**src/hw/rtl/mch_pkg.sv**
```systemverilog
// ----------------------------------------------------------------------------
// mch_pkg: shared types and constants
// Widths, mix constants and the words handed between pipeline cells.
// ----------------------------------------------------------------------------
package mch_pkg;

    localparam int AXIS_BITS   = 21;
    localparam int POS_W       = 32;
    localparam int CELL_W      = 31;
    localparam int TABLE_W     = 25;
    localparam int BUCKET_W    = 24;
    localparam int CODE_W      = 64;
    localparam int DIV_STEPS   = POS_W;
    localparam int MOD_STEPS   = CODE_W;
    localparam int SUM_W       = POS_W + 2;

    localparam logic [SUM_W-1:0] CELL_OFFSET   = SUM_W'(1) << (AXIS_BITS - 1);
    localparam logic [SUM_W-1:0] AXIS_CELL_TOP = (SUM_W'(1) << AXIS_BITS) - SUM_W'(1);

    localparam logic [63:0] MIX_MULT  = 64'h9e3779b97f4a7c15;
    localparam int          MIX_SHIFT = 32;

    localparam logic [TABLE_W-1:0] TABLE_LIMIT = TABLE_W'(1) << BUCKET_W;

    // configuration register indexes
    localparam logic CFG_CELL_SIZE  = 1'b0;
    localparam logic CFG_TABLE_SIZE = 1'b1;

    // one axis inside the divider chain
    typedef struct packed {
        logic              neg;
        logic [CELL_W-1:0] rem;
        logic [POS_W-1:0]  dq;
    } t_div_lane;

    typedef struct packed {
        t_div_lane [2:0] lane;
    } t_div_word;

    // word inside the modulo chain
    typedef struct packed {
        logic                clamped;
        logic [BUCKET_W-1:0] rem;
        logic [CODE_W-1:0]   dq;
    } t_mod_word;

endpackage

```
**src/hw/rtl/mch_mix.sv**
```systemverilog
// ----------------------------------------------------------------------------
// mch_mix: cell index, Morton interleave and mixing
// Three stages: floor/offset/clamp, interleave/partial products, sum/xor-shift.
// ----------------------------------------------------------------------------
module mch_mix
    import mch_pkg::*;
(
    input  logic      i_clk,
    input  logic      i_rst_n,
    input  logic      i_en,
    input  logic      i_valid,
    input  t_div_word i_word,
    output logic      o_valid,
    output t_mod_word o_word
);

    logic [2:0]                       r_valid;
    logic [2:0][AXIS_BITS-1:0]        r_cell;
    logic [2:0][AXIS_BITS-1:0]        n_cell;
    logic                             r_clamp1, r_clamp2, r_clamp3;
    logic                             n_clamp;
    logic [63:0]                      r_p0;
    logic [31:0]                      r_p1, r_p2;
    logic [63:0]                      n_code, n_m1, n_p0, n_m, n_m2;
    logic [31:0]                      n_p1, n_p2;
    logic [63:0]                      r_m2;

    // stage 1: floor quotient, offset, clamp to the axis range
    always_comb begin
        logic [SUM_W-1:0] q;
        logic [SUM_W-1:0] s;
        n_clamp = 1'b0;
        for (int a = 0; a < 3; a++) begin
            q = {2'b00, i_word.lane[a].dq};
            if (i_word.lane[a].neg) begin
                q = SUM_W'(0) - q - SUM_W'(i_word.lane[a].rem != '0);
            end
            s = q + CELL_OFFSET;
            if (s[SUM_W-1]) begin
                n_cell[a] = '0;
                n_clamp   = 1'b1;
            end else if (s > AXIS_CELL_TOP) begin
                n_cell[a] = '1;
                n_clamp   = 1'b1;
            end else begin
                n_cell[a] = s[AXIS_BITS-1:0];
            end
        end
    end

    // stage 2: interleave, fold high half, low 64 bits of the product in parts
    always_comb begin
        n_code = '0;
        for (int b = 0; b < AXIS_BITS; b++) begin
            n_code[3*b]     = r_cell[0][b];
            n_code[3*b + 1] = r_cell[1][b];
            n_code[3*b + 2] = r_cell[2][b];
        end
        n_m1 = n_code ^ (n_code >> MIX_SHIFT);
        n_p0 = 64'(n_m1[31:0] * MIX_MULT[31:0]);
        n_p1 = 32'(n_m1[31:0] * MIX_MULT[63:32]);
        n_p2 = 32'(n_m1[63:32] * MIX_MULT[31:0]);
    end

    // stage 3: sum partial products, final xor-shift
    always_comb begin
        n_m  = r_p0 + {32'(r_p1 + r_p2), 32'h0};
        n_m2 = n_m ^ (n_m >> MIX_SHIFT);
    end

    always_ff @(posedge i_clk) begin
        if (!i_rst_n) begin
            r_valid <= '0;
        end else if (i_en) begin
            r_valid <= {r_valid[1:0], i_valid};
        end
    end

    always_ff @(posedge i_clk) begin
        if (i_en) begin
            r_cell   <= n_cell;
            r_clamp1 <= n_clamp;
            r_p0     <= n_p0;
            r_p1     <= n_p1;
            r_p2     <= n_p2;
            r_clamp2 <= r_clamp1;
            r_m2     <= n_m2;
            r_clamp3 <= r_clamp2;
        end
    end

    assign o_valid        = r_valid[2];
    assign o_word.clamped = r_clamp3;
    assign o_word.rem     = '0;
    assign o_word.dq      = r_m2;

endmodule

```
**config.mk**
```make
export PLATFORM = sky130hd
export DESIGN_NAME = mch_mix
export DESIGN_NICKNAME = d
export VERILOG_FILES = /design/src/hw/rtl/mch_pkg.sv /design/src/hw/rtl/mch_mix.sv
export SDC_FILE = /design/constraint.sdc
export NUM_CORES = 2
export LEC_CHECK = 0
export BUFFER_PORTS_ARGS = -buffer_cell sky130_fd_sc_hd__buf_2
export CORE_MARGIN = 8
export CORE_UTILIZATION = 45
export CTS_BUF_LIST = sky130_fd_sc_hd__clkbuf_8
export DETAILED_ROUTE_END_ITERATION = 10
export SLEW_MARGIN = 5
export SYNTH_ARGS = -nofsm -noshare
export SYNTH_HDL_FRONTEND = slang
export SYNTH_SLANG_ARGS = --single-unit
```
**constraint.sdc**
```tcl
create_clock -name i_clk -period 12 [get_ports i_clk]
set_input_delay 2.4 -clock i_clk [delete_from_list [all_inputs] [get_ports i_clk]]
set_output_delay 2.4 -clock i_clk [all_outputs]
set_load 0.05 [all_outputs]
```
; After elaboration in Yosys (flattened, before gate mapping)
; Index checks and enable logic that the tools add are counted.
[totals]
regBits = 260
input_bits = 196
output_inout_bits = 90
word_cells = 41
[op_classes]
add_sub_neg = 11
mul = 3
order_cmp = 3
muxes = 7
n_bitwise = 2
n_reduce_logical = 4
[ops]
columns = operator, n
row1 = adder 34 x 21 -> 34 bit (second input constant), 3
row2 = greater-than comparator 34 x 21 -> 1 bit (second input constant), 3
row3 = 2-to-1 mux 34 bit, 3
row4 = subtractor 33 x 2 -> 34 bit, 3
row5 = subtractor 1 x 32 -> 33 bit (first input constant), 3
row6 = nonzero test 31 bit, 3
row7 = adder 63 x 64 -> 64 bit, 1
row8 = XOR 64 x 32 -> 64 bit, 1
row9 = multiplier 32 x 31 -> 63 bit (second input constant), 1
row10 = 2-to-1 mux 21 bit, 3
row11 = XOR 63 x 31 -> 63 bit, 1
row12 = adder 32 bit, 1
row13 = multiplier 31 x 31 -> 32 bit (second input constant), 1
row14 = multiplier 32 x 32 -> 32 bit (second input constant), 1
row15 = OR reduction 5 bit, 1
row16 = 2-to-1 mux 1 bit, 1

; Logic depth before layout (Yosys ltp)
[logic_depth]
ltp_word = 6
mapped_depth = 31
ltp_nobuf = 31

; Least setup slack after synthesis
; OpenSTA, ideal clock, no wires.
[synth_timing]
kind = reg-to-reg
from = register r_cell (netlist bit n_code[37])
to = register r_p0[61] (data pin)
arrival_ps = 8374
required_ps = 11737
setup_slack_ps = 3363
path_stages_with_launch = 27
n_path_buf = 0
path_cell_list = edfxtp_1 -> xnor2_1 -> clkinv_1 -> xnor2_1 -> xnor2_1 -> ha_1 -> fa_1 -> ha_1 -> fa_1 -> inv_1 -> fa_1 -> fa_1 -> inv_1 -> fa_1 -> ha_1 -> and3_1 -> nand4_1 -> or3b_2 -> a311o_1 -> o22a_1 -> o2bb2ai_1 -> o211ai_1 -> a311oi_1 -> o31a_1 -> o21ai_0 -> a311oi_1 -> xnor2_1
[synth_via]
elab_chain_len = 2
[synth_lines]
columns = element, line_no
row1 = start: declaration, mch_mix.sv:18  ; logic [2:0][AXIS_BITS-1:0] r_cell;
row2 = start signal: assignment, mch_mix.sv:81  ; r_cell <= n_cell;
row3 = XOR 63 x 31 -> 63 bit, mch_mix.sv:59  ; n_m1 = n_code ^ (n_code >> MIX_SHIFT);
row4 = multiplier 32 x 31 -> 63 bit, mch_mix.sv:60  ; n_p0 = 64'(n_m1[31:0] * MIX_MULT[31:0]);
row5 = named net n_p0[61], mch_mix.sv:24  ; logic [63:0] n_code, n_m1, n_p0, n_m, n_m2;
row6 = end signal: assignment, mch_mix.sv:83  ; r_p0 <= n_p0;
row7 = end: declaration, mch_mix.sv:22  ; logic [63:0] r_p0;
; The timed path passes the listed nets, and every way through them passes these cells.
; A chain may end at the register's enable or synchronous reset.

; Final worst setup path
[layout_timing]
from = register r_cell (netlist bit n_code[40])
to = register r_p0[61] (data pin)
; Same word-level chain as after synthesis.

==> results.rst <==
.. list-table::
   :header-rows: 1

   * - Metric
     - Value
   * - Run status
     - finished clean
   * - Last weighted congestion value of the routability-driven placer
     - 1.016
   * - Post-Synthesis Mean Instance Area
     - 9.877 sq um
   * - Area of the mapped netlist
     - 51080 sq um
   * - Final hold viol count
     - 0
   * - Number of buffers added by the clock tree synthesis step
     - 48
   * - Die boundary width
     - 352.9 um
   * - Share of the yosys chip area belonging to registers
     - 15.11%
   * - Highest-count cells in the layout ignoring fill and taps
     - 1148 x inv_1, 754 x fa_1, 739 x ha_1, 274 x xnor2_1, 260 x buf_2
   * - Number of setup violations in the final report
     - 0
   * - Data arrival time of the worst path
     - 10.73 ns
   * - Number of I/O pins
     - 286
   * - Endpoint type of the worst setup path
     - flip-flop
   * - Number of antenna violations at the first check in global routing
     - 3
   * - Dpl hpwl
     - 148100 um
   * - Area of the die
     - 124600 sq um
   * - Most frequent cell on the critical path
     - fa_1
   * - Number of enable-type register cells in the synthesized netlist
     - 255
   * - Clock latency on the worst-skew pair
     - 0.73 ns
   * - Synthesis Warnings
     - 0
   * - Area growth from synthesis to layout
     - 7.994%
   * - Final min period
     - 10.30 ns
   * - Total wirelength of the detailed-routed design
     - 168300 um
   * - Hold path start
     - r_clamp1$_SDFFCE_PP1P_
   * - RSZ-0062 raised after global routing
     - false
   * - CP max stage delay
     - 0.67 ns
   * - Wire length of the first global-routing pass
     - 250200 um
   * - Total negative slack for setup checks
     - 0 ns
   * - HP Class
     - flip-flop to flip-flop
   * - CTS HTree Levels
     - 2
   * - Leading cell type in the layout, fill and taps excluded
     - inv_1
   * - Number of library cell types mapped by synthesis
     - 100
   * - Number of nets still failing antenna checks after routing
     - 0
   * - Worst Setup SP
     - n_code[40]$_SDFFCE_PP0P_
   * - Maximum number of pins on one net before global-route repair
     - 72
   * - Overall via count from detail_route
     - 38117
   * - Bufs on Longest Clock Path
     - 3
   * - Clock-pin slew reported for the worst setup and hold paths after clock tree synthesis
     - 0.06 ns
   * - Via count of the first global-routing pass
     - 39257
   * - Floorplan row count
     - 123
   * - Overflow left after global routing
     - 0
   * - Height of the die
     - 352.9 um
   * - Pin slew with the least headroom to its limit
     - 1.212 ns
   * - Max cap viols
     - 0
   * - R2R cell count
     - 28
   * - Required time worst endpoint
     - 12.43 ns
   * - Post-route clock skew
     - 0.08122 ns
   * - Post-DR vias/cell
     - 5.464
   * - Slew Limit Fails
     - 0
   * - Cell count after synthesis
     - 5172
   * - Worst rel slew slack
     - 18.91%
   * - Launch instance of the worst register-to-register path
     - n_code[40]$_SDFFCE_PP0P_
   * - Area inside the core boundary
     - 112500 sq um
   * - Post-cts gate resize count
     - 0
   * - Number of setup buffers added after CTS
     - 0
   * - Layout cells sized above 1
     - 8.295%
   * - Final layout net count
     - 7124
   * - Worst R2R Setup Slack
     - 1.70 ns
   * - Clock Root Buffer
     - clkbuf_8
   * - Mean routed wirelength per cell
     - 24.13 um
   * - Leading register cell type out of synthesis
     - edfxtp_1
   * - Hold Buf Count CTS
     - 0
   * - Worst Setup EP
     - r_p0[61]$_DFFE_PP_
   * - Worst reg2reg path endpoint
     - r_p0[61]$_DFFE_PP_
   * - Share of the cycle needed by the critical path after routing
     - 85.82%
   * - Library cell contributing the largest single delay on the critical path
     - edfxtp_1
   * - Iter 0 DRT Violations
     - 2709
   * - Clock Sinks
     - 258
   * - Timing-limited maximum frequency
     - 97.11 MHz
   * - Clock tree from TritonCTS
     - built
   * - GRT Total Usage
     - 26.52%
   * - Initial Util
     - 45.41%
   * - FF+latch count, synth
     - 258
   * - FFs w/ async S/R, synth
     - 0%
   * - Max FO, Critical Path
     - 9
   * - Startpoint type of the worst setup path
     - flip-flop
   * - I/O Buffers
     - 261
   * - Startpoint-to-endpoint class of the critical path
     - flip-flop to flip-flop
   * - Pre-antenna DRT Iters
     - 7
   * - DR DRC count
     - 0
-- sequential cells by signal, summed over array words and instances (netlist names) --
register / flops
r_p1: 32
n_code: 63
r_m2: 64
r_p0: 61
r_clamp3: 1
r_p2: 32
r_clamp2: 1
r_clamp1: 1
r_valid: 3
-- cells in the mapped netlist, types with 9 or more instances --
cell type / count / area (sq um)
nand2_1: 190 / 713.2
o31a_1: 12 / 105.1
xor2_1: 152 / 1331
buf_2: 13 / 65.06
o21bai_1: 29 / 217.7
a41oi_1: 14 / 122.6
or3_1: 50 / 312.8
nand2b_1: 30 / 187.7
xnor2_1: 276 / 2417
and4_1: 11 / 96.34
a21oi_1: 203 / 1016
o31ai_1: 21 / 157.7
a2111oi_0: 12 / 105.1
or4_1: 32 / 240.2
a211o_1: 12 / 105.1
nand4_1: 36 / 225.2
clkbuf_1: 72 / 270.3
o21a_1: 30 / 225.2
o211ai_1: 25 / 187.7
nand3_1: 79 / 395.4
o2111ai_1: 10 / 87.58
nor3_1: 103 / 515.5
and3_1: 36 / 225.2
and2_1: 20 / 125.1
o21ai_0: 102 / 510.5
mux2i_1: 20 / 200.2
buf_4: 28 / 210.2
mux2_2: 9 / 101.4
fa_1: 754 / 15090
a211oi_1: 26 / 195.2
inv_1: 1138 / 4272
edfxtp_1: 255 / 7657
nor2_1: 207 / 777.0
nor4b_1: 11 / 96.34
a21o_1: 62 / 465.5
a311oi_1: 10 / 87.58
ha_1: 739 / 9246
a31oi_1: 57 / 356.6
or2_2: 16 / 100.1
nor4_1: 57 / 356.6
o311ai_0: 12 / 105.1
nor2b_1: 32 / 200.2
a21boi_0: 19 / 142.6
o41ai_1: 11 / 96.34
-- metal layers --
layer  global-route usage [%]  part of all wire, %
met3                    3.420                  5.1
met1                    33.87                   42
met5                        0                    0
met4                    10.08                  4.6
met2                    45.76                   49
-- worst max-delay path: cells and delay by family (launching register included) --
kind,cells,cell delay (ns)
compound gates,8,2.51
xor+xnor,4,1.50
fa+ha+maj,8,3.35
buf+inv,6,1.31
flops,1,0.67
simple gates,2,0.63
-- through the flow --
stage / setup WS [ns] / hold slack (ns) / cells / utilization (%) / area, sq um
2_1_floorplan: 3.363 / 0.4003 / 5195 / - / 51170
3_3_place_gp: 1.962 / 0.4109 / 6885 / 48.16 / 54180
3_5_place_dp: 1.889 / 0.4110 / 6885 / 48.16 / 54180
4_1_cts: 1.824 / 0.4342 / 6973 / 49.03 / 55160
5_1_grt: 1.367 / 0.4445 / 6975 / 49.04 / 55170
6_report: 1.702 / 0.4398 / 6976 / 49.04 / 55170
-- cells by family after synthesis --
kind of cell	after synthesis	share of synthesized area (%)
buffers and inverters	1262	9.528
flip-flops	258	15.11
XOR/XNOR	429	7.385
multiplexers	30	0.6123
other	1	0.007341
AO/OA/AOI/OAI	748	9.952
adder cells (fa/ha/maj)	1493	47.65
AND/OR/NAND/NOR	951	9.760
-- layout make-up --
class | count | area [sq um]
fillers | 10660 | 57330
clock inverters | 37 | 279.0
clock buffers | 51 | 701.9
inverters | 1141 | 4283
multi-input cells | 3675 | 38610
diodes | 3 | 7.507
flip-flops and latches | 258 | 7717
well taps | 1500 | 1877
repair buffers | 311 | 1692
-- worst min path at each step --
stage | cells past startpoint | slack [ns] | end
after detailed placement | 0 | 0.41 | r_clamp3$_DFFE_PP_
after global routing | 0 | 0.44 | r_clamp2$_DFFE_PP_
after floorplan | 0 | 0.40 | r_clamp2$_DFFE_PP_
after CTS | 0 | 0.43 | r_clamp2$_DFFE_PP_
after global placement | 0 | 0.41 | r_clamp3$_DFFE_PP_
final | 0 | 0.44 | r_clamp2$_DFFE_PP_
Power is left out: the tool's default activity adds up to more than one toggle a clock period on the data nets, which glitch-free logic cannot reach.
