### config.mk
export PLATFORM = sky130hd
export DESIGN_NAME = mch_mod_cell
export DESIGN_NICKNAME = d
export VERILOG_FILES = /design/src/hw/rtl/mch_pkg.sv /design/src/hw/rtl/mch_mod_cell.sv
export SDC_FILE = /design/constraint.sdc
export NUM_CORES = 1
export LEC_CHECK = 0
export BUFFER_PORTS_ARGS = -buffer_cell sky130_fd_sc_hd__buf_2
export CAP_MARGIN = 20
export CORE_AREA = 3 3 103 105
export CTS_CLUSTER_SIZE = 8
export DETAILED_ROUTE_END_ITERATION = 16
export DIE_AREA = 0 0 106 108
export PLACE_DENSITY_LB_ADDON = 0.25
export SKIP_LAST_GASP = 1
export SLEW_MARGIN = 0
export SYNTH_ARGS = -nofsm -noshare
export SYNTH_HDL_FRONTEND = slang
export SYNTH_SLANG_ARGS = --single-unit
### constraint.sdc
create_clock -name i_clk -period 2.9 [get_ports i_clk]
set_clock_uncertainty 0.1 [all_clocks]
set_input_delay 0.145 -clock i_clk [delete_from_list [all_inputs] [get_ports i_clk]]
set_output_delay 0.145 -clock i_clk [all_outputs]
set_load 0.03 [all_outputs]
### src/hw/rtl/mch_pkg.sv
// ----------------------------------------------------------------------------
// mch_pkg: shared types and constants
// Widths, mix constants and the words handed between pipeline cells.
// ----------------------------------------------------------------------------
package mch_pkg;

    localparam int AXIS_BITS   = 21;
    localparam int POS_W       = 32;
    localparam int CELL_W      = 31;
    localparam int TABLE_W     = 25;
    localparam int BUCKET_W    = 24;
    localparam int CODE_W      = 64;
    localparam int DIV_STEPS   = POS_W;
    localparam int MOD_STEPS   = CODE_W;
    localparam int SUM_W       = POS_W + 2;

    localparam logic [SUM_W-1:0] CELL_OFFSET   = SUM_W'(1) << (AXIS_BITS - 1);
    localparam logic [SUM_W-1:0] AXIS_CELL_TOP = (SUM_W'(1) << AXIS_BITS) - SUM_W'(1);

    localparam logic [63:0] MIX_MULT  = 64'h9e3779b97f4a7c15;
    localparam int          MIX_SHIFT = 32;

    localparam logic [TABLE_W-1:0] TABLE_LIMIT = TABLE_W'(1) << BUCKET_W;

    // configuration register indexes
    localparam logic CFG_CELL_SIZE  = 1'b0;
    localparam logic CFG_TABLE_SIZE = 1'b1;

    // one axis inside the divider chain
    typedef struct packed {
        logic              neg;
        logic [CELL_W-1:0] rem;
        logic [POS_W-1:0]  dq;
    } t_div_lane;

    typedef struct packed {
        t_div_lane [2:0] lane;
    } t_div_word;

    // word inside the modulo chain
    typedef struct packed {
        logic                clamped;
        logic [BUCKET_W-1:0] rem;
        logic [CODE_W-1:0]   dq;
    } t_mod_word;

endpackage

### src/hw/rtl/mch_mod_cell.sv
// ----------------------------------------------------------------------------
// mch_mod_cell: one restoring remainder step
// Folds one code bit into the running remainder by the table size.
// ----------------------------------------------------------------------------
module mch_mod_cell
    import mch_pkg::*;
(
    input  logic               i_clk,
    input  logic               i_rst_n,
    input  logic               i_en,
    input  logic [TABLE_W-1:0] i_mod,
    input  logic               i_valid,
    input  t_mod_word          i_word,
    output logic               o_valid,
    output t_mod_word          o_word
);

    logic      r_valid;
    t_mod_word r_word;
    t_mod_word n_word;

    // remainder stays below the modulus, so 24 bits hold it
    always_comb begin
        logic [TABLE_W-1:0] t;
        t      = {i_word.rem, i_word.dq[CODE_W-1]};
        n_word = i_word;
        n_word.dq = {i_word.dq[CODE_W-2:0], 1'b0};
        if (t >= i_mod) begin
            n_word.rem = BUCKET_W'(t - i_mod);
        end else begin
            n_word.rem = t[BUCKET_W-1:0];
        end
    end

    always_ff @(posedge i_clk) begin
        if (!i_rst_n) begin
            r_valid <= 1'b0;
        end else if (i_en) begin
            r_valid <= i_valid;
        end
    end

    always_ff @(posedge i_clk) begin
        if (i_en) begin
            r_word <= n_word;
        end
    end

    assign o_valid = r_valid;
    assign o_word  = r_word;

endmodule

After elaboration in Yosys (flattened, before gate mapping)

Index checks and enable logic that the tools add are counted.

Register bits: 89
Input port bits: 118
Output and inout bits: 90

Add/subtract/negate cells: 1
Magnitude comparators: 1
Multiplexer cells: 1

Operators with widths:

| cell                               | number |
|---|---|
| 25-bit greater-or-equal comparator | 1 |
| 24-bit 2-to-1 mux                  | 1 |
| 24-bit subtractor                  | 1 |

Logic depth before layout (Yosys ltp)

Gate-level depths: netlist (run 1).

Word-level depth: 2
Mapped depth: 11
Mapped depth without buffers: 11

Least setup slack after synthesis (run 1)

OpenSTA, ideal clock, no wires.

Path type: input -> register
Start: input port i_word[63] (netlist bit)
End: register r_word (netlist bit o_word[78]) (data pin)
Setup slack: 0.353 ns
Path buffers: 0
Arrival: 2.186 ns
Stages on the path: 11
Cell sequence: inv_1 -> ha_1 -> inv_1 -> fa_1 -> a21o_1 -> a311oi_1 -> o21bai_1 -> a31oi_1 -> o21ai_0 -> xor2_1 -> mux2_4

RTL lines:

| element              | line               | RTL |
|---|---|---|
| from (decl)          | mch_mod_cell.sv:13 | `input t_mod_word i_word,` |
| to (signal assigned) | mch_mod_cell.sv:45 | `r_word <= n_word;` |
| to (decl)            | mch_mod_cell.sv:19 | `t_mod_word r_word;` |

==> impl_results.md, run 1 <==
* Worst reg2reg setup slack at 1.64 ns
* Hold Slack at 0.0211 ns
* Async SR Flop Fraction at 0
* Antenna violations before repair at 3
* CTS buffer count at 9
* Max Clk Rate at 360 MHz
* Hold Path Class: in2reg
* Reg2reg path depth at 3
* Setup_tns at 0 ns
* Commonest cells after routing, fill and taps aside: buf_2, edfxtp_1, dlygate4sd3_1
* Critical R2R Capture: o_valid
* Final #Nets at 790
* IO Pins at 208
* Fin crit share at 0.957
* Port Buffers at 206
* Outcome: completed
* YS warnings at 0
* Crit Path Class: in2reg
* WL/cell at 17.1 um
* Gpl congestion at 0.899
* CP startpoint kind: primary input
* Later-pin clock latency in the skew report at 0.35 ns
* Detailed-route via count at 3,899
* First-pass GRT wire length at 20,800 um
* Power density over the cells at 502 mW/mm2
* Synthesized net count at 480
* CP Capture Type: register
* Post-synth top flop: edfxtp_1
* Vias in the first global route at 3,913
* Deepest clock path buffer count at 2
* Leak at 3.14 nW
* Clock root cell: clkbuf_8
* Synth Instances at 336
* Setup violators final at 0
* Die area at 0.0114 mm2
* Worst Path Required at 2.91 ns
* Initial Util at 0.467
* Crit path max fanout at 11
* Relative slew slack at 0.585
* Largest net degree at the start of global routing at 46
* CTS clk-pin slew, worst paths at 0.10 ns
* Fraction of layout cells with a size suffix above 1 at 0.438
* Final Core Density at 0.710
* Final min period at 2.78 ns
* Register area share after synthesis at 0.586
* Fin. max-slew vios at 0
* VDD IR max at 226 uV
* Crit path DAT at 2.79 ns
* Final WL at 13,400 um
* Post-synth EDFFs at 88
* Most common cell after layout, fill and taps aside: buf_2
* Initial DRC Count at 191
* Residual DRC count at 0
* Yosys cell types at 54
* Fin. Hold Viols at 0
* Die X-Extent at 106 um
* Placeable Area at 0.00973 mm2
* Placed cell area at 0.00584 mm2
* Total power draw at 3.47 mW
* R2r startpoint: o_valid
* DR vias/cell at 4.96
* Final instance area at 0.00691 mm2
* Grt total ovfl at 0
* Rows at 36
* H-tree depth at 3
* Area grow syn2layout at 52.2%
* Maximum capacitance violations at 0
* Mapped cell area at 0.00454 mm2
* Worst setup endpoint: o_word[74]
* HPWL after detailed placement at 9350 um
* Worst Setup SP: i_word[81]
* ANT nets after route at 0
* Clock sink count at 89
* Clock tree from TritonCTS: built
* All-Layer GR Usage at 0.234
* Die H at 108 um
* Seq cells post-synth at 89
* Initial DRT Pass Iterations at 4
* Actual slew at the worst max-slew pin at 0.623 ns
* Avg Cell Area, Syn at 13.5 um2
==> logic make-up (layout without fill, tap and decap cells) <==
| family | count (synthesis) | in the layout | synth area share |
|---|---|---|---|
| AO/OA/AOI/OAI | 69 | 69 | 0.107 |
| AND/OR/NAND/NOR | 64 | 64 | 0.0719 |
| flip-flops | 89 | 89 | 0.586 |
| buffers and inverters | 43 | 358 | 0.0474 |
| other | 1 | 3 | 0.000826 |
| XOR/XNOR | 19 | 19 | 0.0366 |
| adder cells (fa/ha/maj) | 26 | 26 | 0.0733 |
| multiplexers | 25 | 25 | 0.0771 |
==> cells in the mapped netlist, types with 3 or more instances <==
cell type	n	area (um2)
buf_2	7	35.0
nand4_1	7	43.8
and3_1	3	18.8
ha_1	25	313
buf_4	3	22.5
nand3_1	10	50.1
edfxtp_1	88	2640
a31oi_1	3	18.8
o21ai_0	10	50.1
a21o_1	8	60.1
inv_1	29	109
xnor2_1	9	78.8
a21oi_1	18	90.1
mux2_4	19	285
or2_2	3	18.8
nand2_1	16	60.1
o21bai_1	5	37.5
nor2_1	12	45.0
xor2_1	10	87.6
mux2_2	4	45.0
o211ai_1	3	22.5
==> layout make-up <==
cell class	count	area [um2]
well taps	133	166
inverters	29	109
clock inverters	7	52.6
clock buffers	9	124
flip-flops and latches	89	2660
multi-input cells	204	1710
diodes	2	5.00
fillers	685	2820
repair buffers	313	2080
==> worst max-delay path: stages <==
cell           delay, ns
dlygate4sd3_1       0.54
buf_2               0.13
ha_1                0.30
buf_4               0.17
a21o_1              0.19
a21o_1              0.19
a21o_1              0.22
o2111ai_2           0.24
a31oi_4             0.16
buf_12              0.20
mux2_4              0.30
==> routing by layer <==
| metal | track usage | vias up | wire length [um] |
|---|---|---|---|
| met5 | 0 | - | 13 |
| met1 | 0.271 | 1807 | 5220 |
| li1 | - | 1880 | - |
| met2 | 0.403 | 176 | 6700 |
| met4 | 0.0934 | 2 | 433 |
| met3 | 0.0770 | 34 | 1090 |
==> flip-flops by register name, indices dropped and copies added, names as in the netlist <==
signal   count
o_word      88
o_valid      1
==> power breakdown <==
| part | switching [mW] | internal (mW) | leakage, nW |
|---|---|---|---|
| Combinational | 0.622 | 0.477 | 2.19 |
| Clock | 0.458 | 0.317 | 0.0900 |
| Sequential | 0.0349 | 1.56 | 0.870 |
| Total | 1.11 | 2.35 | 3.14 |
==> worst min-delay path by stage <==
stage / start / cells after the start / slack [ns] / to
floorplan: i_word[9] / 0 / 0.14 / o_word[10]
global placement: i_word[58] / 1 / 0.22 / o_word[59]
detailed placement: i_word[58] / 1 / 0.22 / o_word[59]
CTS: i_word[80] / 2 / 0.0005 / o_word[81]
global route: i_word[80] / 2 / 0.01 / o_word[81]
finish: i_word[80] / 2 / 0.02 / o_word[81]
==> what timing repair did <==
item / CTS / global route
endpoints found under the setup margin: 0 / 23
hold buffers: 84 / 0
resized for setup: 0 / 7
hold endpoints to repair: 83 / 0
buffers inserted: 0 / 1
==> per-stage QoR <==
stage	cells	setup slack [ns]
after floorplan	336	0.353
after global placement	683	0.164
after detailed placement	683	0.135
after CTS	783	0.0321
after global routing	786	-0.000464
final	786	0.124
No activity file was read; power rests on OpenSTA's default activity.
==> inputs of run 2 (changes only) <==
- CORE_AREA: 3 3 103 105 -> 2 2 127 129
- DIE_AREA: 0 0 106 108 -> 0 0 129 131
- TNS_END_PERCENT: unset -> 30
==> run 2 against run 1 <==
Clock power is 41% higher. Cell count is 7.4% higher. Flip-flop and latch count stayed put. Fmax is 9.2% higher. Critical path depth is 1 higher. Routed wire length is 4.1% lower. Combinational power is 5% lower. Hold slack better by 0.0012 ns. Largest cell class unchanged.
==> impl_results.md, run 2 (synthesized netlist as in run 1, its figures left out) <==
* Outcome: completed
* Largest net degree at the start of global routing at 51 (+11%)
* Initial DRC Count at 245 (+28%)
* Clock root cell: clkbuf_16
* Die area at 0.0169 mm2 (+48%)
* Placeable Area at 0.0156 mm2 (+60%)
* Rows at 46 (+28%)
* Fraction of layout cells with a size suffix above 1 at 0.432 (-0.00626)
* Max Clk Rate at 393 MHz (+9.2%)
* Gpl congestion at 0.789 (-12%)
* CP startpoint kind: primary input
* Worst Path Required at 2.89 ns (-0.02 ns)
* Top Usage Layer GRT: met2
* Area grow syn2layout at 50.7%
* VDD IR max at 241 uV (+6.8%)
* Relative slew slack at 0.607 (+0.0223)
* Detailed-route via count at 3,700 (-5.1%)
* Later-pin clock latency in the skew report at 0.34 ns (about the same)
* Met2 Usage GRT at 0.263 (-0.140)
* Deepest clock path buffer count at 2 (unchanged)
* Crit path max fanout at 4 (-7)
* GR Util met1 at 0.172 (-0.0988)
* All-Layer GR Usage at 0.147 (-0.0863)
* Clock sink count at 89 (unchanged)
* Most common cell after layout, fill and taps aside: buf_2
* CP bufs+invs at 3 (-1)
* CP Capture Type: register
* Crit path DAT at 2.53 ns (-0.26 ns)
* Top Family by Delay on Critical Path: compound AO/OA/AOI/OAI gates
* Pre-CTS worst setup slack at 0.0595 ns (-0.0757 ns)
* Crit Path Class: in2reg
* DR vias/cell at 4.38 (-12%)
* First-pass GRT wire length at 19,100 um (-8.2%)
* Fin. max-slew vios at 0 (unchanged)
* Initial Util at 0.291 (-0.176)
* Total power draw at 3.74 mW (+7.7%)
* HPWL after detailed placement at 9510 um (+1.6%)
* Commonest cells after routing, fill and taps aside: buf_2, edfxtp_1, dlygate4sd3_1
* Residual DRC count at 0 (unchanged)
* Grt total ovfl at 0 (unchanged)
* Final #Nets at 767 (-2.9%)
* Max reg flops at 88 (unchanged)
* IO Pins at 208 (unchanged)
* N_diodes at 0 (-2)
* Vias in the first global route at 3,733 (-4.6%)
* CTS clk-pin slew, worst paths at 0.07 ns (-0.03 ns)
* Clock tree from TritonCTS: built
* Hold Path Class: in2reg
* Final WL at 12,900 um (-4.1%)
* ANT nets after route at 0 (unchanged)
* Final Core Density at 0.439 (-0.271)
* Leak at 3.07 nW (-2.3%)
* Actual slew at the worst max-slew pin at 0.589 ns (-0.0335 ns)
* CTS buffer count at 9 (unchanged)
* Crit-path max cell delay at 0.40 ns (-0.14 ns)
* Power density over the cells at 546 mW/mm2 (+8.8%)
* Port Buffers at 206 (unchanged)
* Fin crit share at 0.877 (-0.0807)
* Die X-Extent at 129 um (+22%)
* Setup_tns at 0 ns (unchanged)
* Initial DRT Pass Iterations at 4 (unchanged)
* GRT met3 Usage at 0.0387 (-0.0383)
* WL/cell at 15.3 um (-11%)
* Worst-path cell chain: buf_2 > inv_1 > ha_1 > inv_1 > fa_1 > a21o_1 > a311oi_1 > o21bai_1 > a31oi_1 > a31oi_1 > xor2_1 > mux2_4
* Die H at 131 um (+21%)
* Fin. Hold Viols at 0 (unchanged)
* PnR worst setup slack at 0.358 ns (+0.234 ns)
* Final min period at 2.54 ns (-0.234 ns)
* Final instance area at 0.00685 mm2 (-0.94%)
* Maximum capacitance violations at 0 (unchanged)
* H-tree depth at 3 (unchanged)
* Setup violators final at 0 (unchanged)
* RSZ-0062 raised after global routing: false
* Crit-path slowest cell: fa_1
* Placed cell area at 0.00590 mm2 (+1.1%)
* Antenna violations before repair at 0 (-3)
run 2: power breakdown:
part           internal (mW)  switching [mW]  total (mW)
sequential              1.56          0.0320        1.59
clock                  0.585           0.509        1.09
combinational          0.449           0.601        1.05
run 2: worst paths after layout:
| kind | slack (ns) | from | cells past startpoint | endpoint |
|---|---|---|---|---|
| min reg2reg | 0.99 | o_valid | 3 | o_valid |
| max reg2reg | 1.65 | o_valid | 3 | o_valid |
| max | 0.36 | i_word[63] | 12 | o_word[82] |
| min | 0.02 | i_word[75] | 2 | o_word[76] |
run 2: worst register-to-register path, stage by stage (launching register included):
cell and delay (ns):
dfxtp_1 0.31, mux2i_1 0.12, nor2b_1 0.07, dlygate4sd3_1 0.55
run 2: final cells by class:
cell class	count	area, um2
Clock buffer	10	229
Clock inverter	6	42.5
Fill cell	1439	8750
Inverter	29	109
Multi-Input combinational cell	204	1660
Sequential cell	89	2660
Tap cell	216	270
Timing Repair Buffer	290	1870
run 2: metrics by stage:
step                      hold WS, ns  std cells
final                          0.0224        844
after global routing           0.0142        844
after CTS                     0.00304        844
after detailed placement        0.223        761
after global placement          0.221        761
after floorplan                 0.144        336
run 2: repair_timing:
item / CTS / global route
hold buffers: 67 / 0
gates resized for setup: 0 / 0
buffers inserted: 0 / 0
endpoints found under the hold margin: 66 / 0
run 2: routing by layer:
layer  vias to the layer above  part of all wire
met1                      1696              0.42
met3                        18             0.076
li1                       1829                 -
met4                         0             0.019
met5                         -                 0
met2                       157              0.49
==> inputs of run 3 (changes only) <==
- CORE_AREA: 2 2 127 129 -> 2 2 104 156
- DIE_AREA: 0 0 129 131 -> 0 0 106 158
==> run 3 against run 2 <==
Worst setup slack got worse by 0.10 ns. Fmax fell by 3.8%. Cell count fell by 0.36%. Register-to-register slack barely moved. Largest power group unchanged. Critical path type unchanged. Highest routed layer unchanged.
==> impl_results.md, run 3 (synthesized netlist as in run 1, its figures left out) <==
* Crit-path max cell delay at 0.40 ns (about the same)
* Initial DRC Count at 173 (-29%)
* Maximum capacitance violations at 0 (unchanged)
* Die area at 0.0167 mm2 (-0.89%)
* Power density over the cells at 544 mW/mm2 (-0.39%)
* Max Clk Rate at 378 MHz (-3.8%)
* R2r startpoint: o_valid
* Relative slew slack at 0.547 (-0.0604)
* Antenna violations before repair at 2 (+2)
* Crit path DAT at 2.64 ns (+0.11 ns)
* CTS clk-pin slew, worst paths at 0.07 ns (about the same)
* Reg2reg path depth at 3 (unchanged)
* Top Family by Delay on Critical Path: compound AO/OA/AOI/OAI gates
* First-pass GRT wire length at 19,700 um (+3.4%)
* Leak at 3.11 nW (+1.1%)
* Post-CTS setup buffers at 0 (unchanged)
* Final #Nets at 775 (+1.0%)
* Later-pin clock latency in the skew report at 0.33 ns (about the same)
* Crit path depth at 13 (+1)
* Crit path max fanout at 3 (-1)
* Initial Util at 0.293 (+0.00212)
* IO Pins at 208 (unchanged)
* Fin. max-slew vios at 0 (unchanged)
* Hold Path Origin: i_word[71]
* RSZ-0062 raised after global routing: false
* ANT nets after route at 0 (unchanged)
* Clock tree from TritonCTS: built
* Worst reg2reg setup slack at 1.64 ns (about the same)
* Worst-path cell chain: buf_2 > inv_1 > ha_1 > inv_1 > fa_1 > a21o_1 > buf_4 > a31o_2 > a21oi_1 > nor2_1 > nor4_1 > xnor2_1 > mux2_4
* HPWL after detailed placement at 9810 um (+3.2%)
* Fraction of layout cells with a size suffix above 1 at 0.442 (+0.0103)
* Most common cell after layout, fill and taps aside: buf_2
* CP dominant cell by count: inv_1
* Fin. Hold Viols at 0 (unchanged)
* Gpl congestion at 0.850 (+7.8%)
* Crit Path Class: in2reg
* Pre-CTS worst setup slack at -0.0740 ns (-0.134 ns)
* H-tree depth at 3 (unchanged)
* CP startpoint kind: primary input
* WL/cell at 15.6 um (+2.3%)
* Deepest clock path buffer count at 2 (unchanged)
* Worst Path Required at 2.89 ns (about the same)
* DP Cell Count at 757 (-0.53%)
* Vias in the first global route at 3,977 (+6.5%)
* Placeable Area at 0.0155 mm2 (-0.72%)
* Die H at 158 um (+21%)
* CP Capture Type: register
* Final WL at 13,100 um (+1.9%)
* Grt total ovfl at 0 (unchanged)
* Actual slew at the worst max-slew pin at 0.680 ns (+0.0906 ns)
* Hold Path Sink: o_word[72]
* Critical R2R Capture: o_valid
* Non-Filler Instances at 841 (-0.36%)
* Rows at 56 (+22%)
* Max reg flops at 88 (unchanged)
* All-Layer GR Usage at 0.153 (+0.00601)
* Setup violators final at 0 (unchanged)
* Initial DRT Pass Iterations at 6 (+2)
* Outcome: completed
* Hold Path Class: in2reg
* Clock sink count at 89 (unchanged)
* Residual DRC count at 0 (unchanged)
* Largest net degree at the start of global routing at 53 (+3.9%)
* Detailed-route via count at 3,769 (+1.9%)
* Hold path cells at 2 (unchanged)
* Final min period at 2.64 ns (+0.101 ns)
* Fin crit share at 0.912 (+0.0350)
* Die X-Extent at 106 um (-18%)
* VDD IR max at 271 uV (+12%)
* CP bufs+invs at 4 (+1)
* Area grow syn2layout at 51.7%
* DR vias/cell at 4.48 (+2.2%)
* Port Buffers at 206 (unchanged)
* Crit-path slowest cell: fa_1
* CTS buffer count at 9 (unchanged)
* PnR worst setup slack at 0.256 ns (-0.101 ns)
* Commonest cells after routing, fill and taps aside: buf_2, edfxtp_1, dlygate4sd3_1
* Clock root cell: clkbuf_16
==> run 3: worst max path at each step <==
| stage | start | to | slack (ns) |
|---|---|---|---|
| after global placement | i_word[63] | o_word[84] | -0.04 |
| after floorplan | i_word[63] | o_word[78] | 0.35 |
| after detailed placement | i_word[63] | o_word[84] | -0.07 |
| after global routing | i_word[63] | o_word[84] | 0.11 |
| after CTS | i_word[63] | o_word[84] | 0.27 |
| final | i_word[63] | o_word[84] | 0.26 |
==> run 3: repair_timing <==
action	4_1_cts	5_1_grt
hold buffers	66	0
endpoints found under the setup margin	0	0
endpoints found under the hold margin	65	0
resized for setup	0	0
==> run 3: stage by stage <==
step / power [mW] / setup TNS, ns / hold slack, ns / utilization / area [um2]
6_report: 3.74 / 0 / 0.0228 / 0.445 / 6890
5_1_grt: 3.93 / 0 / 0.0182 / 0.445 / 6890
4_1_cts: 3.79 / 0 / 0.0124 / 0.444 / 6880
3_5_place_dp: 2.62 / -0.0740 / 0.223 / 0.384 / 5940
3_3_place_gp: 2.61 / -0.0356 / 0.223 / 0.384 / 5940
2_1_floorplan: 2.27 / 0 / 0.144 / - / 4540
==> run 3: power breakdown <==
part           internal, mW  leakage (nW)  switching, mW
registers              1.56         0.870         0.0288
logic                 0.457          2.11          0.615
clock network         0.590         0.130          0.493
total                  2.61          3.11           1.14
==> run 3: cell type report <==
| cell class | instances | area, um2 |
|---|---|---|
| diodes | 2 | 5.00 |
| multi-input cells | 204 | 1660 |
| flip-flops and latches | 89 | 2660 |
| inverters | 29 | 109 |
| clock buffers | 10 | 229 |
| clock inverters | 6 | 50.0 |
| well taps | 203 | 254 |
| fillers | 1434 | 8600 |
| repair buffers | 298 | 1910 |
==> run 3: per-layer routing <==
layer,global-route usage,vias up,part of all wire
li1,-,1849,-
met1,0.150,1742,0.37
met2,0.299,161,0.53
met3,0.0498,17,0.083
met4,0.0526,0,0.019
met5,0,-,0
