**config.mk**
```make
export PLATFORM = sky130hd
export DESIGN_NAME = mch_div_cell
export DESIGN_NICKNAME = d
export VERILOG_FILES = /design/src/hw/rtl/mch_pkg.sv /design/src/hw/rtl/mch_div_cell.sv
export SDC_FILE = /design/constraint.sdc
export NUM_CORES = 1
export LEC_CHECK = 0
export BUFFER_PORTS_ARGS = -buffer_cell sky130_fd_sc_hd__buf_2
export CELL_PAD_IN_SITES_DETAIL_PLACEMENT = 1
export CELL_PAD_IN_SITES_GLOBAL_PLACEMENT = 1
export CORE_MARGIN = 5
export CORE_UTILIZATION = 39
export DETAILED_ROUTE_END_ITERATION = 8
export GPL_TIMING_DRIVEN = 0
export MAX_ROUTING_LAYER = met4
export PLACE_DENSITY = 0.88
export SLEW_MARGIN = 5
export SYNTH_ARGS = -nofsm -noshare
export SYNTH_HDL_FRONTEND = slang
export SYNTH_SLANG_ARGS = --single-unit
export TNS_END_PERCENT = 30
```
**constraint.sdc**
```tcl
create_clock -name i_clk -period 3.9 [get_ports i_clk]
set_input_delay 0.78 -clock i_clk [delete_from_list [all_inputs] [get_ports i_clk]]
set_output_delay 0.78 -clock i_clk [all_outputs]
set_load 0.05 [all_outputs]
```
**src/hw/rtl/mch_pkg.sv**
```systemverilog
// ----------------------------------------------------------------------------
// mch_pkg: shared types and constants
// Widths, mix constants and the words handed between pipeline cells.
// ----------------------------------------------------------------------------
package mch_pkg;

    localparam int AXIS_BITS   = 21;
    localparam int POS_W       = 32;
    localparam int CELL_W      = 31;
    localparam int TABLE_W     = 25;
    localparam int BUCKET_W    = 24;
    localparam int CODE_W      = 64;
    localparam int DIV_STEPS   = POS_W;
    localparam int MOD_STEPS   = CODE_W;
    localparam int SUM_W       = POS_W + 2;

    localparam logic [SUM_W-1:0] CELL_OFFSET   = SUM_W'(1) << (AXIS_BITS - 1);
    localparam logic [SUM_W-1:0] AXIS_CELL_TOP = (SUM_W'(1) << AXIS_BITS) - SUM_W'(1);

    localparam logic [63:0] MIX_MULT  = 64'h9e3779b97f4a7c15;
    localparam int          MIX_SHIFT = 32;

    localparam logic [TABLE_W-1:0] TABLE_LIMIT = TABLE_W'(1) << BUCKET_W;

    // configuration register indexes
    localparam logic CFG_CELL_SIZE  = 1'b0;
    localparam logic CFG_TABLE_SIZE = 1'b1;

    // one axis inside the divider chain
    typedef struct packed {
        logic              neg;
        logic [CELL_W-1:0] rem;
        logic [POS_W-1:0]  dq;
    } t_div_lane;

    typedef struct packed {
        t_div_lane [2:0] lane;
    } t_div_word;

    // word inside the modulo chain
    typedef struct packed {
        logic                clamped;
        logic [BUCKET_W-1:0] rem;
        logic [CODE_W-1:0]   dq;
    } t_mod_word;

endpackage

```
**src/hw/rtl/mch_div_cell.sv**
```systemverilog
// ----------------------------------------------------------------------------
// mch_div_cell: one restoring division step
// Retires one quotient bit per axis and hands the word to the next cell.
// ----------------------------------------------------------------------------
module mch_div_cell
    import mch_pkg::*;
(
    input  logic              i_clk,
    input  logic              i_rst_n,
    input  logic              i_en,
    input  logic [CELL_W-1:0] i_div,
    input  logic              i_valid,
    input  t_div_word         i_word,
    output logic              o_valid,
    output t_div_word         o_word
);

    logic      r_valid;
    t_div_word r_word;
    t_div_word n_word;

    // shift in one dividend bit, subtract when it fits
    always_comb begin
        logic [POS_W-1:0] t;
        logic [POS_W-1:0] d;
        d      = {1'b0, i_div};
        n_word = i_word;
        for (int a = 0; a < 3; a++) begin
            t = {i_word.lane[a].rem, i_word.lane[a].dq[POS_W-1]};
            if (t >= d) begin
                n_word.lane[a].rem = CELL_W'(t - d);
                n_word.lane[a].dq  = {i_word.lane[a].dq[POS_W-2:0], 1'b1};
            end else begin
                n_word.lane[a].rem = t[CELL_W-1:0];
                n_word.lane[a].dq  = {i_word.lane[a].dq[POS_W-2:0], 1'b0};
            end
        end
    end

    always_ff @(posedge i_clk) begin
        if (!i_rst_n) begin
            r_valid <= 1'b0;
        end else if (i_en) begin
            r_valid <= i_valid;
        end
    end

    always_ff @(posedge i_clk) begin
        if (i_en) begin
            r_word <= n_word;
        end
    end

    assign o_valid = r_valid;
    assign o_word  = r_word;

endmodule

```
# [Yosys cells after proc, flatten, opt, wreduce, memory -nomap -nowiden]
# Cells that the tools add are included.
[totals] register_bits=193 input_bits=227 out_inout_bits=193
[op_classes] addsub=3 n_lt_le_gt_ge=3 muxes=3
[op_table] operator="$mux W63" n=3
[op_table] operator="$ge A32 B31 Y1" n=3
[op_table] operator="$sub A31 B31 Y31" n=3

# [Depth between registers and ports, before layout]
# Gate-level depths: netlist of run 1.
[depth] ltp_word=2 mapped_depth=14 ltp_nobuf=12

# [Worst setup path before layout of run 1]
# OpenSTA, ideal clock, no wires.
[synth_path] path_kind="in2reg" startpoint="input port i_word[159] in the netlist's numbering" endpoint="register r_word (netlist bit o_word[190]), data pin" setup_ps=260 arrival_ps=3112 t_required_ps=3640 setup_slack_ps=528 cell_stages=12 n_path_buf=0 path_cell_list="inv_1 ha_1 fa_1 nor2b_1 o31a_1 nor2_1 o31ai_2 a21oi_1 o21ai_0 a41oi_1 xnor2_1 mux2_2"
[synth_lines] item="from (decl)" line="mch_div_cell.sv:13" text="input t_div_word i_word,"
[synth_lines] item="to (signal assigned)" line="mch_div_cell.sv:50" text="r_word <= n_word;"
[synth_lines] item="to (decl)" line="mch_div_cell.sv:19" text="t_div_word r_word;"

==> results of run 1 <==
[cell families after synthesis]
kind of cell	after synthesis	synth area share (%)
AOI/OAI and AO/OA	324	17.1
xor gates and xnor gates	80	5.88
adders and majority gates	96	10.3
buffers and inverters	93	3.38
DFF	193	48.5
muxes	43	4.02
and+or+nand+nor	272	10.8
[power by group]
| group | leakage [nW] | total [W] | internal, W | switching [W] |
|---|---|---|---|---|
| Sequential | 1.89 | 0.00268 | 0.00260 | 0.0000778 |
| Combinational | 4.54 | 0.00257 | 0.000744 | 0.00183 |
| Clock | 0.277 | 0.00174 | 0.000858 | 0.000880 |
[cells in the final DEF (no fill, tap or decap), types with 5 or more instances in the layout]
master,Yosys,routed
nand3_1,23,23
ha_1,93,93
nor2b_1,12,12
inv_8,0,5
edfxtp_1,192,192
a21o_1,41,41
buf_2,4,422
nor2_1,51,51
o31ai_1,7,7
o211ai_1,6,6
nor4_1,5,5
nand2b_1,12,12
a21oi_1,85,85
nor3_1,12,12
a211oi_1,8,8
buf_6,6,6
and3_1,9,9
nand2_1,109,109
a31oi_1,12,12
and4_1,5,5
o21a_1,11,11
xor2_1,35,35
clkbuf_16,0,17
xnor2_1,45,45
a41oi_1,6,6
a21boi_0,5,5
o21ai_0,99,99
mux2_2,39,39
clkbuf_1,22,24
inv_1,59,59
diode_2,0,7
nand4_1,14,14
[metal layers]
layer | wire length [um] | global-route usage [%] | vias to the layer above
met5 | 0 | - | -
met1 | 16200 | 26.6 | 5211
met3 | 2820 | 4.89 | 106
met4 | 2360 | 13.8 | 0
met2 | 23800 | 47.0 | 377
li1 | - | - | 5002
[flip-flops by register name (all words and copies together) (netlist names)]
name	count
o_word	192
o_valid	1
[final timing paths]
kind                                   from  slack (ns)          end
worst max-delay path               i_div[0]        0.20  o_word[190]
worst min-delay path            i_word[145]        0.51  o_word[146]
worst max register to register      o_valid        3.25      o_valid
worst min register to register      o_valid        0.57      o_valid
[metrics by stage]
step                TNS, ns  power, W
floorplan                 0   0.00451
global placement    -112.57   0.00524
detailed placement   -14.69   0.00529
CTS                       0   0.00704
global route              0   0.00731
finish                    0   0.00699
[timing repair]
item,in CTS,in global routing
buffers inserted,0,0
endpoints found under the setup margin,0,3
endpoints found under the hold margin,0,0
gates resized for setup,0,1
[cell type report]
cell class	instances	area [um2]
fill	3510	15200
sequential	193	5790
multi-input combinational	815	5740
timing repair buffer	420	2130
tap	396	495
clock buffer	19	433
inverter	60	225
buffer	33	178
clock inverter	13	140
antenna	7	17.5
==> out/qor.txt, run 1 <==
vias in the first global route: 11400
Top Family by Delay on Critical Path: compound AO/OA/AOI/OAI gates
final setup violation count: 0
Synth area leader: edfxtp_1
Synth Flop Type: edfxtp_1
Initial Util: 39.3%
Post-Synthesis Cell Area: 11900 um2
number of cells on the worst reg-to-reg path: 2
final core occ: 49.9%
Residual DRC: 0
PD cells: 461 nW/um2
layout net count: 1863
height of the die: 185 um
Worst Hold Class: input port to flop
WP data arrival: 3.90 ns
Setup crit start kind: input port
die area: 34200 um2
CP bufs+invs: 1
Post-Place Worst Slack: -0.418 ns
Max-Cap Viols: 0
Netlist cell types: 70
Slew headroom: 52.3%
Synth Register Bits: 193
status: complete, no violations
gpl congestion: 0.916
WL final: 45.2 mm
most common cell in the netlist: edfxtp_1
DRT iter0 DRCs: 451
Pleak: 6.70 nW
synthesis-to-finish area growth: 27.1%
Worst Setup End Kind: flop
Vias per Instance: 5.47
register area share after synthesis: 48.5%
worst slew pin tran: 0.715 ns
worst-path cell with the longest stage delay: o31ai_2
Max VDD drop: 0.310 mV
most instantiated cells after synthesis: 192 x edfxtp_1, 109 x nand2_1, 99 x o21ai_0, 93 x ha_1, 85 x a21oi_1
top cells by area, synth: edfxtp_1 48%, ha_1 9.8%, o21ai_0 4.2%
slowest stage delay, CP: 0.51 ns
Max Fclk: 270 MHz
# H-tree levels: 4
antenna violations before repair: 7
CP max FO: 5
Period minus WS final: 3.70 ns
area share of the largest cell type after synthesis: 48.4%
Clock Skew: 0 ns
IO buf count: 419
global route total overflow: 0
row cnt: 64
worst hold slack: 0.513 ns
share of layout cells above drive strength 1: 33.0%
CTS buffer count: 17
worst skew pair latency: 0.44 ns
hold-fix buffers at CTS: 0
final max-slew violation count: 0
TritonCTS clock tree: done
core area: 30300 um2
Placed Area: 14500 um2
syn_nets: 1424
Hold Vio Cnt, Final: 0
Final ANT Viol Nets: 0
Worst EP required: 4.10 ns
Detailed Place HPWL: 37.3 mm
ys async rst share: 0%
total number of cells along the worst setup path: 12
Avg Cell Area, Syn: 10.8 um2
placed cell count: 1917
crit path cell chain: buf_2 > ha_1 > fa_1 > nor2b_1 > o31a_1 > nor2_1 > o31ai_2 > a21oi_1 > o21ai_0 > a41oi_1 > xnor2_1 > mux2_2
Overall Global Routing Usage: 26.0%
Routed wire per std cell: 23.1 um
Final WS setup: 0.199 ns
number of flops mapped to enable cells by yosys: 192
Yosys warning total: 0
Final Cell Area: 15100 um2
Chip Width: 185 um
CTS clk-pin slew, worst paths: 0.08 ns
I/O pin cnt: 420
largest net degree at the start of global routing: 128
drt first pass iters: 4
CTS root buffer: clkbuf_16
via count: 10700
Mapped Cells: 1101
fin crit share: 94.9%
first-pass GRT wire length: 65.3 mm
worst setup path class: input port to flop
Bufs on Longest Clock Path: 2
Layout Cells excl Fill: 1956
unrepaired setup endpoints after global routing: no
Worst Hold Depth: 1
clock sinks: 193
Power figures use the tool's default switching activity.
==> run 2: changes to the inputs <==
--- a/config.mk
+++ b/config.mk
@@ -6,14 +6,12 @@
 export NUM_CORES = 1
 export LEC_CHECK = 0
 export BUFFER_PORTS_ARGS = -buffer_cell sky130_fd_sc_hd__buf_2
-export CELL_PAD_IN_SITES_DETAIL_PLACEMENT = 1
-export CELL_PAD_IN_SITES_GLOBAL_PLACEMENT = 1
 export CORE_MARGIN = 5
-export CORE_UTILIZATION = 39
+export CORE_UTILIZATION = 51
 export DETAILED_ROUTE_END_ITERATION = 8
 export GPL_TIMING_DRIVEN = 0
 export MAX_ROUTING_LAYER = met4
-export PLACE_DENSITY = 0.88
+export PLACE_DENSITY = 0.87
 export SLEW_MARGIN = 5
 export SYNTH_ARGS = -nofsm -noshare
 export SYNTH_HDL_FRONTEND = slang
==> run 2 against run 1 <==
Net effect:
- non-clock buffer count is the same
- first-iteration DRC count rose by 74%
- setup slack worse by 0.027 ns
- clock skew stayed put
- sequential power about the same
- worst hold slack worse by 0.0021 ns
- flip-flop and latch count is the same
- largest cell class unchanged
- via count down 0.65%
- critical path depth grew 1
- register-to-register slack improved by 0.02 ns
- final cell count decreased by 4.1%
- maximum frequency shrank 0.72%
==> out/qor.txt, run 2 (same netlist as run 1, synthesis figures left out) <==
worst setup path class: input port to flop
Detailed Place HPWL: 32.1 mm
hold-fix buffers at CTS: 0
Clock power frac: 25.6%
sequential power share: 38.2%
Max VDD drop: 0.249 mV
DRT iter0 DRCs: 784
CTS clk-pin slew, worst paths: 0.09 ns
TritonCTS clock tree: done
metal3 WL: 2.78 mm
unrepaired setup endpoints after global routing: no
Post CTS Setup Buffer Count: 0
Layout Cells excl Fill: 1876
Worst EP required: 4.10 ns
worst skew pair latency: 0.43 ns
commonest cells after routing, fill and taps aside: 422 x buf_2, 192 x edfxtp_1, 109 x nand2_1, 99 x o21ai_0, 93 x ha_1
CP max FO: 10
antenna violations before repair: 5
switching share of power: 39.9%
largest net degree at the start of global routing: 113
worst hold slack: 0.511 ns
met2 wire length: 19.8 mm
die area: 26500 um2
CTS root buffer: clkbuf_16
share of layout cells above drive strength 1: 33.1%
worst slew pin tran: 0.682 ns
Max-Cap Viols: 0
# H-tree levels: 4
Initial Util: 51.2%
leading cell type in the layout, fill and taps excluded: buf_2
WP data arrival: 3.92 ns
row cnt: 56
WL final: 40.0 mm
gpl congestion: 0.948
layout net count: 1863
Worst Hold Class: input port to flop
Routed wire per std cell: 21.3 um
Max Fclk: 268 MHz
Hold Vio Cnt, Final: 0
Slew headroom: 54.5%
Period minus WS final: 3.73 ns
highest routed layer: met4
area of the multi-input gates: 5740 um2
Clock Skew: 0 ns
logic gate share of total power: 36.2%
Largest register FFs: 192
Pleak: 6.71 nW
sw power: 0.00279 W
drt first pass iters: 5
Bufs on Longest Clock Path: 2
Worst Setup End Kind: flop
status: complete, no violations
IO buf count: 419
via count: 10600
Chip Width: 163 um
PD cells: 464 nW/um2
fillers: 1880
I/O pin cnt: 420
Vias per Instance: 5.66
Metal-1 WL: 15.6 mm
first-pass GRT wire length: 58.8 mm
synthesis-to-finish area growth: 26.4%
CTS resizes: 0
Final ANT Viol Nets: 0
number of cells on the worst reg-to-reg path: 2
final max-slew violation count: 0
Overall Global Routing Usage: 29.7%
height of the die: 163 um
vias in the first global route: 10500
global route total overflow: 0
core area: 23300 um2
Cell Int Power: 0.00421 W
fin crit share: 95.6%
CTS buffer count: 17
Setup crit start kind: input port
final setup violation count: 0
clock sinks: 193
placed cell count: 1840
Residual DRC: 0
Worst Hold Depth: 1
FF/Latch Area: 5790 um2
-- run 2: cell count changes in the layout (fill, tap and decap cells not counted) --
cell,change
inv_12,+1
clkinvlp_4,-1
clkinv_4,+2
inv_8,-2
diode_2,-2
clkinv_8,+2
inv_6,-1
clkbuf_1,-2
-- run 2: path summary, 6_finish.rpt --
kind | end | slack (ns) | from
worst max-delay path | o_word[184] | 0.17 | i_div[2]
worst min register to register | o_valid | 0.56 | o_valid
worst max register to register | o_valid | 3.27 | o_valid
worst min-delay path | o_word[73] | 0.51 | i_word[72]
-- run 2: metrics by stage --
step | util, % | total power (W) | TNS [ns] | instance area [um2] | setup slack [ns]
CTS | 64.7 | 0.00700 | 0 | 15000 | 0.0743
finish | 64.8 | 0.00699 | 0 | 15100 | 0.172
global placement | 62.0 | 0.00520 | -84.75 | 14400 | -0.440
floorplan | - | 0.00451 | 0 | 11900 | 0.528
detailed placement | 62.1 | 0.00522 | -10.46 | 14500 | -0.388
global route | 64.8 | 0.00728 | 0 | 15100 | 0.0218
-- run 2: metal layers --
| metal | vias up | track usage, % |
|---|---|---|
| met2 | 447 | 49.7 |
| met3 | 96 | 5.92 |
| li1 | 5009 | - |
| met4 | 0 | 14.3 |
| met5 | - | - |
| met1 | 5075 | 34.3 |
-- run 2: final cells by class --
type	count	share of cell area (%)
timing repair buffer	420	14.2
antenna	5	0.0831
clock inverter	14	1.11
clock buffer	17	2.82
multi-input combinational	815	38.1
tap	319	2.65
buffer	33	1.18
inverter	60	1.50
sequential	193	38.4
-- run 2: critical path, stage by stage --
cell,delay (ns)
buf_2,0.10
inv_1,0.14
ha_1,0.32
nor2b_1,0.18
o31a_1,0.27
or2_1,0.25
a31oi_1,0.18
o21ai_0,0.12
a41oi_1,0.36
o21ai_0,0.24
a21oi_4,0.38
buf_6,0.24
mux2_2,0.36
-- run 2: power groups by stage --
stage / clock network (W) / logic, W / registers (W)
after floorplan: 0 / 0.000922 / 0.00359
after global placement: 0 / 0.00248 / 0.00272
after detailed placement: 0 / 0.00251 / 0.00271
after CTS: 0.00181 / 0.00252 / 0.00267
after global routing: 0.00190 / 0.00269 / 0.00269
final: 0.00179 / 0.00253 / 0.00267
==> run 3: changes to the inputs <==
--- a/config.mk
+++ b/config.mk
@@ -12,6 +12,7 @@
 export GPL_TIMING_DRIVEN = 0
 export MAX_ROUTING_LAYER = met4
 export PLACE_DENSITY = 0.87
+export RECOVER_POWER = 25
 export SLEW_MARGIN = 5
 export SYNTH_ARGS = -nofsm -noshare
 export SYNTH_HDL_FRONTEND = slang
==> constraint.sdc (replaced) <==
create_clock -name i_clk -period 3.9 [get_ports i_clk]
set_input_delay 0.78 -clock i_clk [delete_from_list [all_inputs] [get_ports i_clk]]
set_output_delay 0.78 -clock i_clk [all_outputs]
set_load 0.1 [all_outputs]
==> run 3 against run 2 <==
Net effect:
- sequential share of layout area is essentially flat
- register-to-register slack worse by 0.03 ns
- the run now ends with capacitance limit, slew limit left
- die area is the same
- power increased by 13%
- largest power group is now combinational logic
- clock skew is the same
- worst hold slack got worse by 0.0016 ns
- final cell count unchanged
- via count increased by 0.19%
- largest cell class unchanged
- non-clock buffer count is the same
- critical path depth unchanged
==> out/qor.txt, run 3 (same netlist as run 1, synthesis figures left out) <==
Hold Vio Cnt, Final: 0
antenna violations before repair: 5
met2 Use GR: 49.7%
Clock Skew: 0 ns
GR Layer Usage met1: 34.3%
Bufs on Longest Clock Path: 2
DRT iter0 DRCs: 844
WP data arrival: 3.92 ns
vias in the first global route: 10500
fin crit share: 95.3%
final max-slew violation count: 82
Post CTS Setup Buffer Count: 0
Chip Width: 163 um
via count: 10600
TritonCTS clock tree: done
worst setup path class: input port to flop
Period minus WS final: 3.72 ns
unrepaired setup endpoints after global routing: no
worst skew pair latency: 0.43 ns
height of the die: 163 um
layout net count: 1863
WL final: 39.9 mm
hold-fix buffers at CTS: 0
largest net degree at the start of global routing: 113
gpl congestion: 0.948
status: finished, violations left
IO buf count: 419
CTS root buffer: clkbuf_16
CTS clk-pin slew, worst paths: 0.09 ns
drt first pass iters: 5
Worst Setup End Kind: flop
routing usage on met3: 5.92%
Initial Util: 51.2%
Worst EP required: 4.10 ns
row cnt: 56
final setup violation count: 0
Final ANT Viol Nets: 0
Detailed Place HPWL: 32.1 mm
Routed wire per std cell: 21.2 um
setup slack, reg-to-reg: 3.24 ns
I/O pin cnt: 420
Overall Global Routing Usage: 29.7%
busiest grt layer: met2
Slew headroom: -45.9%
Setup crit start kind: input port
Max-Cap Viols: 1
Max VDD drop: 0.250 mV
CP max FO: 10
clock sinks: 193
TNS Setup: 0 ns
fillers: 1881
worst slew pin tran: 2.19 ns
CTS buffer count: 17
die area: 26500 um2
Residual DRC: 0
leading cell type in the layout, fill and taps excluded: buf_2
global route total overflow: 0
Vias per Instance: 5.68
first-pass GRT wire length: 58.8 mm
Largest register FFs: 192
Worst Hold Class: input port to flop
Max Fclk: 269 MHz
synthesis-to-finish area growth: 26.3%
core area: 23300 um2
share of layout cells above drive strength 1: 33.1%
commonest cells after routing, fill and taps aside: 422 x buf_2, 192 x edfxtp_1, 109 x nand2_1, 99 x o21ai_0, 93 x ha_1
Power, Total: 0.00790 W
PD cells: 525 nW/um2
Pleak: 6.71 nW
violated checks: capacitance limit, slew limit
# H-tree levels: 4
## run 3: changes by cell type in the layout (fill, tap and decap cells not counted), sizes merged
cell and delta:
buf -1, clkbuf +1
## run 3: per-stage QoR
step | hold slack (ns) | utilization, % | instance area, um2 | instances | setup slack [ns]
floorplan | 0.879 | - | 11900 | 1101 | 0.528
global placement | 0.502 | 62.0 | 14400 | 1839 | -0.440
finish | 0.509 | 64.7 | 15100 | 1876 | 0.184
CTS | 0.496 | 64.7 | 15000 | 1871 | 0.0743
detailed placement | 0.537 | 62.1 | 14500 | 1840 | -0.388
global route | 0.491 | 64.7 | 15100 | 1876 | 0.0218
## run 3: cell type report
| cell class | instances | area, um2 | area share (%) |
|---|---|---|---|
| Sequential cell | 193 | 5790 | 38.4 |
| Multi-Input combinational cell | 815 | 5740 | 38.1 |
| Timing Repair Buffer | 420 | 2120 | 14.1 |
| Clock buffer | 17 | 425 | 2.83 |
| Tap cell | 319 | 399 | 2.65 |
| Inverter | 60 | 225 | 1.50 |
| Buffer | 33 | 178 | 1.18 |
| Clock inverter | 14 | 168 | 1.11 |
| Antenna cell | 5 | 12.5 | 0.0831 |
## run 3: worst max-delay path, stage by stage
cell and delay (ns):
buf_2 0.10, inv_1 0.14, ha_1 0.32, nor2b_1 0.18, o31a_1 0.27, or2_1 0.24, a31oi_1 0.17, o21ai_0 0.11
a41oi_1 0.36, o21ai_0 0.24, a21oi_4 0.38, buf_6 0.24, mux2_2 0.36
## run 3: per-layer routing
| metal | routed length, um | vias up |
|---|---|---|
| met2 | 19700 | 481 |
| met5 | 0 | - |
| met4 | 1900 | 0 |
| met1 | 15200 | 5050 |
| li1 | - | 5014 |
| met3 | 3040 | 102 |
## run 3: path summary, 6_finish.rpt
path         depth (start not counted)     endpoint       start
min                                  1   o_word[73]  i_word[72]
max reg2reg                          2      o_valid     o_valid
min reg2reg                          2      o_valid     o_valid
max                                 13  o_word[184]    i_div[2]
## run 3: where the power goes
group          internal, W  leakage [nW]  switching, W
Clock             0.000865         0.288      0.000921
Sequential         0.00260          1.89     0.0000706
Combinational     0.000737          4.54       0.00271
Total              0.00420          6.71       0.00370
## run 3: timing repair
item	in CTS	in global routing
endpoints found under the hold margin	0	0
endpoints found under the setup margin	0	1
resized for setup	0	1
